===== src/rtl/pcfm_pkg.sv =====
// ----------------------------------------------------------------------------
// pcfm_pkg
// shared types, register codes and reset values for the four-mode pi controller
// ----------------------------------------------------------------------------
package pcfm_pkg;

  localparam int DATA_W             = 24;
  localparam int LIM_W              = DATA_W - 1;
  localparam int GAIN_W             = 16;
  localparam int MODE_W             = 2;
  localparam int CFG_IDX_W          = 3;
  localparam int GAIN_FRAC_BITS_DEF = 12;

  typedef enum logic [MODE_W-1:0] {
    MODE_CURRENT  = 2'd0,
    MODE_SPEED    = 2'd1,
    MODE_POSITION = 2'd2,
    MODE_DYNAMIC  = 2'd3
  } mode_e;

  typedef enum logic [CFG_IDX_W-1:0] {
    REG_MODE         = 3'd0,
    REG_PROP_GAIN    = 3'd1,
    REG_INTEG_GAIN   = 3'd2,
    REG_OUT_MIN      = 3'd3,
    REG_OUT_MAX      = 3'd4,
    REG_DEADBAND     = 3'd5,
    REG_ERROR_LIMIT  = 3'd6,
    REG_INTEG_WINDOW = 3'd7
  } cfg_idx_e;

  localparam logic [GAIN_W-1:0]        PROP_GAIN_RST    = GAIN_W'(4096);
  localparam logic [GAIN_W-1:0]        INTEG_GAIN_RST   = '0;
  localparam logic signed [DATA_W-1:0] OUT_MIN_RST      = {1'b1, {(DATA_W-1){1'b0}}};
  localparam logic signed [DATA_W-1:0] OUT_MAX_RST      = {1'b0, {(DATA_W-1){1'b1}}};
  localparam logic [LIM_W-1:0]         DEADBAND_RST     = LIM_W'(768);
  localparam logic [LIM_W-1:0]         ERROR_LIMIT_RST  = LIM_W'(6400);
  localparam logic [LIM_W-1:0]         INTEG_WINDOW_RST = LIM_W'(1280);

  typedef struct packed {
    mode_e                     mode;
    logic [GAIN_W-1:0]         prop_gain;
    logic [GAIN_W-1:0]         integ_gain;
    logic signed [DATA_W-1:0]  out_min;
    logic signed [DATA_W-1:0]  out_max;
    logic [LIM_W-1:0]          deadband;
    logic [LIM_W-1:0]          error_limit;
    logic [LIM_W-1:0]          integ_window;
  } cfg_t;

  typedef struct packed {
    logic signed [DATA_W-1:0] reference;
    logic signed [DATA_W-1:0] feedback;
  } in_beat_t;

  typedef struct packed {
    logic signed [DATA_W-1:0] drive;
    logic signed [DATA_W-1:0] error_term;
    logic signed [DATA_W-1:0] integral_term;
  } out_beat_t;

endpackage


===== src/rtl/pcfm_cfg_regs.sv =====
// ----------------------------------------------------------------------------
// pcfm_cfg_regs
// configuration register file, write only, masked to each register width
// ----------------------------------------------------------------------------
module pcfm_cfg_regs
  import pcfm_pkg::*;
(
  input  logic                 clk_i,
  input  logic                 rst_ni,
  input  logic                 we_i,
  input  logic [CFG_IDX_W-1:0] idx_i,
  input  logic [DATA_W-1:0]    data_i,
  output cfg_t                 cfg_o
);

  cfg_t cfg_q;

  always_ff @(posedge clk_i or negedge rst_ni) begin
    if (!rst_ni) begin
      cfg_q.mode         <= MODE_CURRENT;
      cfg_q.prop_gain    <= PROP_GAIN_RST;
      cfg_q.integ_gain   <= INTEG_GAIN_RST;
      cfg_q.out_min      <= OUT_MIN_RST;
      cfg_q.out_max      <= OUT_MAX_RST;
      cfg_q.deadband     <= DEADBAND_RST;
      cfg_q.error_limit  <= ERROR_LIMIT_RST;
      cfg_q.integ_window <= INTEG_WINDOW_RST;
    end else if (we_i) begin
      unique case (cfg_idx_e'(idx_i))
        REG_MODE:         cfg_q.mode         <= mode_e'(data_i[MODE_W-1:0]);
        REG_PROP_GAIN:    cfg_q.prop_gain    <= data_i[GAIN_W-1:0];
        REG_INTEG_GAIN:   cfg_q.integ_gain   <= data_i[GAIN_W-1:0];
        REG_OUT_MIN:      cfg_q.out_min      <= signed'(data_i);
        REG_OUT_MAX:      cfg_q.out_max      <= signed'(data_i);
        REG_DEADBAND:     cfg_q.deadband     <= data_i[LIM_W-1:0];
        REG_ERROR_LIMIT:  cfg_q.error_limit  <= data_i[LIM_W-1:0];
        REG_INTEG_WINDOW: cfg_q.integ_window <= data_i[LIM_W-1:0];
        default:          cfg_q              <= cfg_q;
      endcase
    end
  end

  assign cfg_o = cfg_q;

endmodule


===== src/rtl/pcfm_err.sv =====
// ----------------------------------------------------------------------------
// pcfm_err
// error stage: saturated reference minus feedback, speed mode clamp
// ----------------------------------------------------------------------------
module pcfm_err
  import pcfm_pkg::*;
(
  input  logic                     clk_i,
  input  logic                     rst_ni,
  input  logic                     adv_i,
  input  logic                     valid_i,
  input  in_beat_t                 data_i,
  input  cfg_t                     cfg_i,
  output logic                     valid_o,
  output logic signed [DATA_W-1:0] err_o
);

  logic signed [DATA_W:0]   diff;
  logic signed [DATA_W-1:0] err_sat;
  logic signed [DATA_W-1:0] lim_pos;
  logic signed [DATA_W-1:0] lim_neg;
  logic signed [DATA_W-1:0] err_d;
  logic signed [DATA_W-1:0] err_q;
  logic                     valid_q;

  always_comb begin
    diff = {data_i.reference[DATA_W-1], data_i.reference}
         - {data_i.feedback[DATA_W-1], data_i.feedback};
    // saturate on overflow into the extra sign bit
    if (diff[DATA_W] != diff[DATA_W-1]) begin
      err_sat = {diff[DATA_W], {(DATA_W-1){~diff[DATA_W]}}};
    end else begin
      err_sat = diff[DATA_W-1:0];
    end
    lim_pos = signed'({1'b0, cfg_i.error_limit});
    lim_neg = -lim_pos;
    err_d   = err_sat;
    if (cfg_i.mode == MODE_SPEED) begin
      if (err_d > lim_pos) err_d = lim_pos;
      if (err_d < lim_neg) err_d = lim_neg;
    end
  end

  always_ff @(posedge clk_i or negedge rst_ni) begin
    if (!rst_ni) begin
      valid_q <= 1'b0;
    end else if (adv_i) begin
      valid_q <= valid_i;
    end
  end

  always_ff @(posedge clk_i) begin
    if (adv_i && valid_i) begin
      err_q <= err_d;
    end
  end

  assign valid_o = valid_q;
  assign err_o   = err_q;

endmodule


===== src/rtl/pcfm_mult.sv =====
// ----------------------------------------------------------------------------
// pcfm_mult
// gain stage: proportional and integral products, current mode deadband
// ----------------------------------------------------------------------------
module pcfm_mult
  import pcfm_pkg::*;
#(
  parameter int GAIN_FRAC_BITS = GAIN_FRAC_BITS_DEF,
  localparam int PROD_W        = DATA_W + GAIN_W + 1,
  localparam int PW            = PROD_W - GAIN_FRAC_BITS
) (
  input  logic                     clk_i,
  input  logic                     rst_ni,
  input  logic                     adv_i,
  input  logic                     valid_i,
  input  logic signed [DATA_W-1:0] err_i,
  input  cfg_t                     cfg_i,
  output logic                     valid_o,
  output logic signed [DATA_W-1:0] err_o,
  output logic signed [PW-1:0]     p_o,
  output logic signed [PW-1:0]     inc_o
);

  logic signed [PROD_W-1:0] prod_p;
  logic signed [PROD_W-1:0] prod_i;
  logic signed [PW-1:0]     p_d;
  logic signed [PW-1:0]     inc_d;
  logic signed [DATA_W-1:0] band;
  logic                     in_band;
  logic signed [PW-1:0]     p_q;
  logic signed [PW-1:0]     inc_q;
  logic signed [DATA_W-1:0] err_q;
  logic                     valid_q;

  always_comb begin
    prod_p  = $signed({1'b0, cfg_i.prop_gain}) * err_i;
    prod_i  = $signed({1'b0, cfg_i.integ_gain}) * err_i;
    // dropping the low bits floors toward minus infinity
    inc_d   = prod_i[PROD_W-1:GAIN_FRAC_BITS];
    band    = signed'({1'b0, cfg_i.deadband});
    in_band = (err_i > -band) && (err_i < band);
    if ((cfg_i.mode == MODE_CURRENT) && in_band) begin
      p_d = '0;
    end else begin
      p_d = prod_p[PROD_W-1:GAIN_FRAC_BITS];
    end
  end

  always_ff @(posedge clk_i or negedge rst_ni) begin
    if (!rst_ni) begin
      valid_q <= 1'b0;
    end else if (adv_i) begin
      valid_q <= valid_i;
    end
  end

  always_ff @(posedge clk_i) begin
    if (adv_i && valid_i) begin
      p_q   <= p_d;
      inc_q <= inc_d;
      err_q <= err_i;
    end
  end

  assign valid_o = valid_q;
  assign err_o   = err_q;
  assign p_o     = p_q;
  assign inc_o   = inc_q;

endmodule


===== src/rtl/pcfm_integ.sv =====
// ----------------------------------------------------------------------------
// pcfm_integ
// integrator update with mode limits, output clamp and result register
// ----------------------------------------------------------------------------
module pcfm_integ
  import pcfm_pkg::*;
#(
  parameter int GAIN_FRAC_BITS = GAIN_FRAC_BITS_DEF,
  localparam int PW            = DATA_W + GAIN_W + 1 - GAIN_FRAC_BITS,
  localparam int SW            = PW + 1
) (
  input  logic                     clk_i,
  input  logic                     rst_ni,
  input  logic                     adv_i,
  input  logic                     valid_i,
  input  logic signed [DATA_W-1:0] err_i,
  input  logic signed [PW-1:0]     p_i,
  input  logic signed [PW-1:0]     inc_i,
  input  cfg_t                     cfg_i,
  output logic                     out_valid_o,
  output out_beat_t                out_data_o
);

  logic signed [DATA_W-1:0] integ_q;
  logic signed [SW-1:0]     sum;
  logic signed [SW-1:0]     p_x;
  logic signed [SW-1:0]     abs_p;
  logic signed [SW-1:0]     lim;
  logic signed [SW-1:0]     lo;
  logic signed [SW-1:0]     hi;
  logic signed [SW-1:0]     clamped;
  logic signed [DATA_W-1:0] win;
  logic                     upd;
  logic signed [DATA_W-1:0] ui;
  logic signed [SW-1:0]     drv_sum;
  logic signed [SW-1:0]     drv;
  out_beat_t                out_d;
  out_beat_t                out_q;
  logic                     out_valid_q;

  always_comb begin
    sum   = SW'(inc_i) + SW'(integ_q);
    p_x   = SW'(p_i);
    abs_p = (p_x < 0) ? -p_x : p_x;
    lim   = SW'(cfg_i.out_max) - abs_p;
    if (lim < 0) lim = '0;
    if (cfg_i.mode == MODE_DYNAMIC) begin
      hi = lim;
      lo = -lim;
    end else begin
      hi = SW'(cfg_i.out_max);
      lo = SW'(cfg_i.out_min);
    end
    // upper bound first, so the lower one wins when crossed
    clamped = sum;
    if (clamped > hi) clamped = hi;
    if (clamped < lo) clamped = lo;

    win = signed'({1'b0, cfg_i.integ_window});
    upd = (cfg_i.mode != MODE_POSITION) || ((integ_q < win) && (integ_q > -win));
    ui  = upd ? clamped[DATA_W-1:0] : integ_q;

    drv_sum = p_x + SW'(ui);
    drv     = drv_sum;
    if (drv > SW'(cfg_i.out_max)) drv = SW'(cfg_i.out_max);
    if (drv < SW'(cfg_i.out_min)) drv = SW'(cfg_i.out_min);

    out_d.drive         = drv[DATA_W-1:0];
    out_d.error_term    = err_i;
    out_d.integral_term = ui;
  end

  always_ff @(posedge clk_i or negedge rst_ni) begin
    if (!rst_ni) begin
      out_valid_q <= 1'b0;
      integ_q     <= '0;
    end else if (adv_i) begin
      out_valid_q <= valid_i;
      if (valid_i) begin
        integ_q <= ui;
      end
    end
  end

  always_ff @(posedge clk_i) begin
    if (adv_i && valid_i) begin
      out_q <= out_d;
    end
  end

  assign out_valid_o = out_valid_q;
  assign out_data_o  = out_q;

  // integrator moves only with a beat passing through
  a_integ_hold: assert property (@(posedge clk_i) disable iff (!rst_ni)
    !(adv_i && valid_i) |=> $stable(integ_q))
    else $error("integrator changed without a beat");

  // a held result reports the current integrator
  a_integ_match: assert property (@(posedge clk_i) disable iff (!rst_ni)
    out_valid_q |-> (out_q.integral_term == integ_q))
    else $error("integral_term differs from integrator");

  // a beat entering this stage leaves a result behind
  a_result_set: assert property (@(posedge clk_i) disable iff (!rst_ni)
    (adv_i && valid_i) |=> out_valid_q)
    else $error("beat lost in integrator stage");

endmodule


===== src/rtl/pi_controller_four_mode.sv =====
// ----------------------------------------------------------------------------
// pi_controller_four_mode
// pi controller with anti-windup and four selectable limit modes
// ----------------------------------------------------------------------------
// Takes one beat per clock while in_stall_o is low and returns each result
// through the error, gain multiply and integrator stage registers. The
// integrator closes its loop within the last stage, which sets the sustained
// rate of one beat per cycle. When the result register is held by out_stall_i
// the whole pipeline holds and in_stall_o rises. The user must write registers
// through the cfg port only while no beat is in flight; the block never checks.
module pi_controller_four_mode
  import pcfm_pkg::*;
#(
  parameter int GAIN_FRAC_BITS = GAIN_FRAC_BITS_DEF
) (
  input  logic                 clk_i,
  input  logic                 rst_ni,
  input  logic                 in_valid_i,
  output logic                 in_stall_o,
  input  in_beat_t             in_data_i,
  output logic                 out_valid_o,
  input  logic                 out_stall_i,
  output out_beat_t            out_data_o,
  input  logic                 cfg_we_i,
  input  logic [CFG_IDX_W-1:0] cfg_idx_i,
  input  logic [DATA_W-1:0]    cfg_data_i
);

  localparam int PW = DATA_W + GAIN_W + 1 - GAIN_FRAC_BITS;

  cfg_t                     cfg;
  logic                     adv;
  logic                     err_valid;
  logic signed [DATA_W-1:0] err;
  logic                     mul_valid;
  logic signed [DATA_W-1:0] mul_err;
  logic signed [PW-1:0]     p_term;
  logic signed [PW-1:0]     inc_term;

  assign adv        = !out_valid_o || !out_stall_i;
  assign in_stall_o = !adv;

  pcfm_cfg_regs u_cfg (
    .clk_i  (clk_i),
    .rst_ni (rst_ni),
    .we_i   (cfg_we_i),
    .idx_i  (cfg_idx_i),
    .data_i (cfg_data_i),
    .cfg_o  (cfg)
  );

  pcfm_err u_err (
    .clk_i   (clk_i),
    .rst_ni  (rst_ni),
    .adv_i   (adv),
    .valid_i (in_valid_i),
    .data_i  (in_data_i),
    .cfg_i   (cfg),
    .valid_o (err_valid),
    .err_o   (err)
  );

  pcfm_mult #(
    .GAIN_FRAC_BITS (GAIN_FRAC_BITS)
  ) u_mult (
    .clk_i   (clk_i),
    .rst_ni  (rst_ni),
    .adv_i   (adv),
    .valid_i (err_valid),
    .err_i   (err),
    .cfg_i   (cfg),
    .valid_o (mul_valid),
    .err_o   (mul_err),
    .p_o     (p_term),
    .inc_o   (inc_term)
  );

  pcfm_integ #(
    .GAIN_FRAC_BITS (GAIN_FRAC_BITS)
  ) u_integ (
    .clk_i       (clk_i),
    .rst_ni      (rst_ni),
    .adv_i       (adv),
    .valid_i     (mul_valid),
    .err_i       (mul_err),
    .p_i         (p_term),
    .inc_i       (inc_term),
    .cfg_i       (cfg),
    .out_valid_o (out_valid_o),
    .out_data_o  (out_data_o)
  );

endmodule

===== config.mk =====
export PLATFORM = sky130hd
export DESIGN_NAME = pi_controller_four_mode
export DESIGN_NICKNAME = d
export VERILOG_FILES = /design/src/rtl/pcfm_pkg.sv /design/src/rtl/pcfm_cfg_regs.sv /design/src/rtl/pcfm_err.sv /design/src/rtl/pcfm_mult.sv /design/src/rtl/pcfm_integ.sv /design/src/rtl/pi_controller_four_mode.sv
export SDC_FILE = /design/constraint.sdc
export NUM_CORES = 2
export LEC_CHECK = 0
export BUFFER_PORTS_ARGS = -buffer_cell sky130_fd_sc_hd__buf_2
export CORE_MARGIN = 2
export CORE_UTILIZATION = 65
export CTS_BUF_LIST = sky130_fd_sc_hd__clkbuf_8
export CTS_CLUSTER_DIAMETER = 120
export DETAILED_ROUTE_END_ITERATION = 8
export PLACE_DENSITY_LB_ADDON = 0.2
export SYNTH_ARGS = -nofsm -noshare
export SYNTH_HDL_FRONTEND = slang
export SYNTH_HIERARCHICAL = 1
export SYNTH_SLANG_ARGS = --single-unit
export TNS_END_PERCENT = 20

===== constraint.sdc =====
create_clock -name clk_i -period 22.3 [get_ports clk_i]
set_input_delay 3.345 -clock clk_i [delete_from_list [all_inputs] [get_ports clk_i]]
set_output_delay 3.345 -clock clk_i [all_outputs]
set_load 0.02 [all_outputs]

* Word-level counts from Yosys, hierarchy flattened *
Index checks and enable logic that the tools add are counted.

word-level totals
  register bits = 356
  bits of input ports = 80
  word-level logic and storage cells = 90

cells by class
  $add $sub $neg = 9
  $mul = 2
  $lt $le $gt $ge = 12
  equal/unequal tests = 11
  mux-type cells = 14
  bitwise gates (word level) = 1
  reduce and logical (&&, ||, !) cells = 22

operators with widths
  kind                   count
  $mux W24               8
  $mux W30               6
  $mul A17 B24 Y41       2
  $gt A24 B24 Y1         3
  $lt A24 B24 Y1         3
  $neg A23 Y24           3
  $add A29 B24 Y30       2
  $gt A30 B24 Y1         1
  $gt A30 B30 Y1         1
  $lt A30 B1 Y1 const B  1
  $lt A30 B24 Y1         1
  $lt A30 B30 Y1         1
  $neg A29 Y30           1
  $neg A30 Y30           1
  $sub A24 B30 Y30       1
  $lt A29 B1 Y1 const B  1
  $sub A24 B24 Y25       1
  $reduce_and A2 Y1      9
  $eq A3 B3 Y1 const B   4
  $eq A3 B2 Y1 const B   2
  $logic_and A1 B1 Y1    6
  $eq A3 B1 Y1 const B   1
  $logic_not A1 Y1       3
  $logic_not A3 Y1       1
  other kinds (7)        8

* Depth between registers and ports, before layout *
  depth in word-level cells = 16
  gate-level depth with buffers = 90

* Cells and area by module *
The synthesis kept the hierarchy.

modules (own cells, without submodules)
  module                   times used  cells each  area an instance (um2)  seq. area each (um2)
  pcfm_mult                1           3398        31328.8                 2487.4
  pcfm_integ               1           1808        15225.9                 2787.7
  pcfm_cfg_regs            1           325         5738.0                  3818.7
  pcfm_err                 1           602         4735.8                  745.7
  pi_controller_four_mode  1           2           10.0                    0.0

* Worst setup path before layout *
Ideal clock, no wire load.

  path type = flip-flop to flip-flop
  from = register u_mult.p_q[1] (netlist: u_mult/p_o[1])
  to = register u_integ.out_q, in the netlist u_integ/out_data_o[62], data pin
  data arrival time = 19.054 ns
  data required time = 22.040 ns
  path slack = 2.986 ns
  stages on the path, launching flop included = 85
  period minus slack after synthesis = 19.314 ns
  path through = edfxtp_1 -> inv_1 -> ha_1 -> nand2_1 -> or3_1 -> or3_1 -> or4_1 -> nand2b_1 -> or4b_2 -> ha_1 -> nand4_1 -> nor3_1 -> nand4_1 -> a2111oi_0 -> nor3_1 -> nor2_1 -> clkbuf_1 -> clkbuf_1 -> [49 not listed] -> clkbuf_1 -> clkbuf_1 -> mux2_2 -> ha_1 -> a21o_1 -> a21o_1 -> a21oi_1 -> nor2b_1 -> o21ai_0 -> nand2b_1 -> a21o_1 -> a21oi_1 -> nor2_1 -> o31a_1 -> a2111oi_0 -> a21oi_1 -> clkbuf_1 -> mux2_2

between the ends
  word-level cells in the longest chain between the ends = 16
  elaborated cells between the ends (all ways) = 19

RTL lines
  item                                                  line              text
  start: declaration                                    pcfm_mult.sv:30   logic signed [PW-1:0] p_q;
  start signal: assignment                              pcfm_mult.sv:59   p_q <= p_d;
  $neg A29 Y30 / $lt A29 B1 Y1 (equally long branches)  pcfm_integ.sv:44  abs_p = (p_x < 0) ? -p_x : p_x;
  $mux W30 *                                            pcfm_integ.sv:44
  $sub A24 B30 Y30 *                                    pcfm_integ.sv:45  lim = SW'(cfg_i.out_max) - abs_p;
  $lt A30 B1 Y1                                         pcfm_integ.sv:46  if (lim < 0) lim = '0;
  $mux W30 *                                            pcfm_integ.sv:46
  $mux W30                                              pcfm_integ.sv:47  if (cfg_i.mode == MODE_DYNAMIC) begin
  $gt A30 B30 Y1                                        pcfm_integ.sv:56  if (clamped > hi) clamped = hi;
  $mux W30                                              pcfm_integ.sv:56
  [2 not listed]                                        n/a
  $mux W24 *                                            pcfm_integ.sv:61  ui = upd ? clamped[DATA_W-1:0] : integ_q;
  via u_integ.ui[1]                                     pcfm_integ.sv:34  logic signed [DATA_W-1:0] ui;
  $add A29 B24 Y30 *                                    pcfm_integ.sv:63  drv_sum = p_x + SW'(ui);
  $gt A30 B24 Y1                                        pcfm_integ.sv:65  if (drv > SW'(cfg_i.out_max)) drv = SW'(cfg_i.out_max);
  $mux W30 *                                            pcfm_integ.sv:65
  $lt A30 B24 Y1                                        pcfm_integ.sv:66  if (drv < SW'(cfg_i.out_min)) drv = SW'(cfg_i.out_min);
  $mux W24 *                                            pcfm_integ.sv:66
  via u_integ.drv[14]                                   pcfm_integ.sv:36  logic signed [SW-1:0] drv;
  end signal: assignment                                pcfm_integ.sv:87  out_q <= out_d;
  end: declaration                                      pcfm_integ.sv:38  out_beat_t out_q;

The timed path passes the listed nets; every way through them passes the cells marked *.
A chain may end at the register's enable or synchronous reset.

* Final worst setup path *
  from = register u_mult.p_q[1] (netlist: u_mult/p_o[1])
  to = register u_integ.out_q, in the netlist u_integ/out_data_o[49], data pin

The elaborated chain is that of the path after synthesis.

==> summary.md <==
| Metric | Value |
|---|---|
| Input/output buffers | `153` |
| CTS tree | `yes` |
| Max_cap viols | `0` |
| Die Area | `90100 sq um` |
| Critical path data arrival time | `about 21000 ps` |
| Final Cycle Share | `0.939` |
| Worst Tran Pin Value | `1160 ps` |
| FMAX | `around 48 MHz` |
| First-pass GRT wire length | `274000 um` |
| Total number of vias | `45600` |
| Post-synth ARST share | `0.500` |
| I/O pin cnt | `154` |
| Mapped Area | `57000 sq um` |
| Seq cells post-synth | `356` |
| DRT Pass-1 Iters | `6` |
| Drt via density | `~6.1` |
| Setup crit start kind | `flop` |
| Commonest non-fill, non-tap cell in the layout | `inv_1` |
| Post-synth cell types | `117` |
| # H-tree levels | `2` |
| Synth warnings | `6` |
| Critical path class | `reg -> reg` |
| Starting density of the core | `0.656` |
| Global-route congestion overflow total | `0` |
| Clock Latency Late Sink | `between 700 and 800 ps` |
| Rows | `108` |
| CTS clk-pin slew, worst paths | `60 ps` |
| HP Class | `reg -> reg` |
| Drt total wl | `177000 um` |
| Post-synthesis cell count | `between 6000 and 7000` |
| Post-route DRC | `0` |
| RSZ-0062 raised after global routing | `no` |
| Syn avg cell area | `9.30 sq um` |
| Most frequent cells in the layout | `inv_1 (1130), fa_1 (754), nand2_1 (649)` |
| Die X | `300 um` |
| Clock root buffer | `clkbuf_8` |
| Syn_nets | `around 7500` |
| Slowest CP cell | `or4b_2` |
| Core Area | `86900 sq um` |
| Tot GR Track Use | `0.402` |
| Clock Skew | `69.2 ps` |
| Post-synthesis sequential area ratio | `0.173` |
| CP max FO | `18` |
| Critical path required time | `22770 ps` |
| Syn-to-layout area delta | `5.62%` |
| CTS Buf Count | `61` |
| Initial drt markers | `roughly 3900` |
| Final Slew Violations | `0` |
| DP Wirelength | `between 100000 and 150000 um` |
| Setup crit end kind | `flop` |
| R2R depth | `77` |
| Critical Path Most Common Cell | `a21oi_1` |
| Largest net degree at the start of global routing | `77` |
| Die H | `around 300 um` |
| Status | `completed` |
| Initial antenna violation count | `14` |
| CTS Sinks | `356` |
| Slew headroom | `0.226` |
| Worst Hold Depth | `0` |
| Vias in the first global route | `approximately 47000` |
| Main synth FF type | `edfxtp_1` |
| CTS max path bufs | `3` |
| Share of cells above drive strength 1 | `0.110` |
| Layout net count | `7608` |
| Avg WL per Cell | `23.9 um` |
| Antenna Nets Post-Route | `0` |
| Fin crit period | `20950 ps` |
| TNS Setup | `0 ps` |
| Post-synth EDFFs | `178` |
| Final GP Congestion | `1.01` |
| Final setup vio count | `0` |
| CP peak stage delay | `a little under 700 ps` |
| Fin. Hold Viols | `0` |
==> per-layer routing <==
metal / vias up / share of wire / track usage
met1: 22600 / 0.40 / 0.540
met3: 494 / 0.095 / 0.0788
met4: 12 / 0.058 / 0.203
met5: - / 0.00044 / 0
met2: 2142 / 0.45 / 0.623
li1: 20300 / - / -
==> cells in the mapped netlist (all sizes together), types with 9 or more instances <==
cell	number	area (sq um)
a2111oi	15	189
a211o	13	114
a211oi	49	378
a21boi	10	75.1
a21o	122	925
a21oi	262	1330
a221oi	32	328
a31oi	33	206
and2	316	1980
and3	36	231
and4	12	105
buf	34	238
clkbuf	192	722
dfrtp	146	3650
dfstp	32	841
edfxtp	178	5350
fa	754	15100
ha	570	7130
inv	1117	4190
mux2	241	2730
mux2i	39	390
nand2	650	2440
nand2b	40	250
nand3	65	325
nand4	67	419
nor2	228	866
nor2b	51	319
nor3	73	387
nor4	25	178
o2111ai	9	85.1
o211a	16	160
o211ai	31	238
o21a	33	248
o21ai	154	797
o21bai	27	203
o221ai	9	78.8
o22ai	9	56.3
o31ai	29	228
o41ai	11	96.3
or2	25	156
or3	21	136
or4	17	131
xnor2	162	1420
xor2	87	769
==> layout make-up <==
| cell class | count | area, sq um |
|---|---|---|
| fill | 6901 | 26600 |
| antenna | 7 | 17.5 |
| tap | 1155 | 1450 |
| timing repair buffer | 232 | 1380 |
| clock buffer | 70 | 963 |
| multi-input combinational | 4434 | 42100 |
| inverter | 1119 | 4200 |
| clock inverter | 44 | 298 |
| sequential | 356 | 9840 |
==> stage by stage <==
stage | std cells | instance area [sq um] | setup slack (ps) | utilization | hold WS, ps
CTS | 7407 | 60200 | 1340 | 0.693 | 413
detailed placement | 7293 | 58900 | 1470 | 0.678 | 405
finish | 7417 | 60200 | 1350 | 0.693 | 412
global route | 7412 | 60200 | 88.9 | 0.693 | 423
floorplan | 6135 | 57000 | 2990 | - | 400
global placement | 7293 | 58900 | 1810 | 0.678 | 401
==> path summary, 6_finish.rpt <==
kind | from | end | slack (ps)
max in group asynchronous | rst_ni | u_cfg/cfg_o[147] | 18330
setup / recovery | u_mult/p_o[1] | u_integ/out_data_o[49] | 1350
hold reg to reg | u_mult/err_o[13] | u_integ/out_data_o[37] | 410
min in group asynchronous | rst_ni | u_mult/valid_o | 2530
setup reg to reg | u_mult/p_o[1] | u_integ/out_data_o[49] | 1350
hold / removal | u_mult/err_o[13] | u_integ/out_data_o[37] | 410
==> logic make-up after synthesis <==
family / count (synthesis) / share of synthesized area
AOI/OAI and AO/OA: 929 / 0.111
xor gates and xnor gates: 249 / 0.0384
adders and majority gates: 1324 / 0.390
buffers and inverters: 1345 / 0.0905
DFF: 356 / 0.173
muxes: 280 / 0.0547
and+or+nand+nor: 1652 / 0.143
==> sequential cells by signal, indices dropped and copies added, names as in the netlist <==
| register | count |
|---|---|
| u_integ/out_valid_o | 1 |
| u_integ/out_data_o | 72 |
| u_err/err_o | 24 |
| u_integ/integ_q | 24 |
| u_cfg/cfg_o | 151 |
| u_mult/inc_o | 29 |
| u_err/valid_o | 1 |
| u_mult/err_o | 24 |
| u_mult/valid_o | 1 |
| u_mult/p_o | 29 |
==> critical path: cells and delay by family (launching register included) <==
| kind | cells | cell delay [ps] |
|---|---|---|
| AND/OR/NAND/NOR | 27 | 8010 |
| AO/OA/AOI/OAI | 32 | 7780 |
| adder cells (fa/ha/maj) | 8 | 2170 |
| buffers and inverters | 6 | 1070 |
| multiplexers | 3 | 950 |
| flip-flops | 1 | 470 |
| XOR/XNOR | 1 | 200 |
==> what timing repair did <==
action,CTS,global route
setup buffers,0,3
setup endpoints to repair,0,24
resized for setup,0,4
hold buffers,0,0
Power is left out: the tool's default activity adds up to more than one toggle a clock period on the data nets, which glitch-free logic cannot reach.
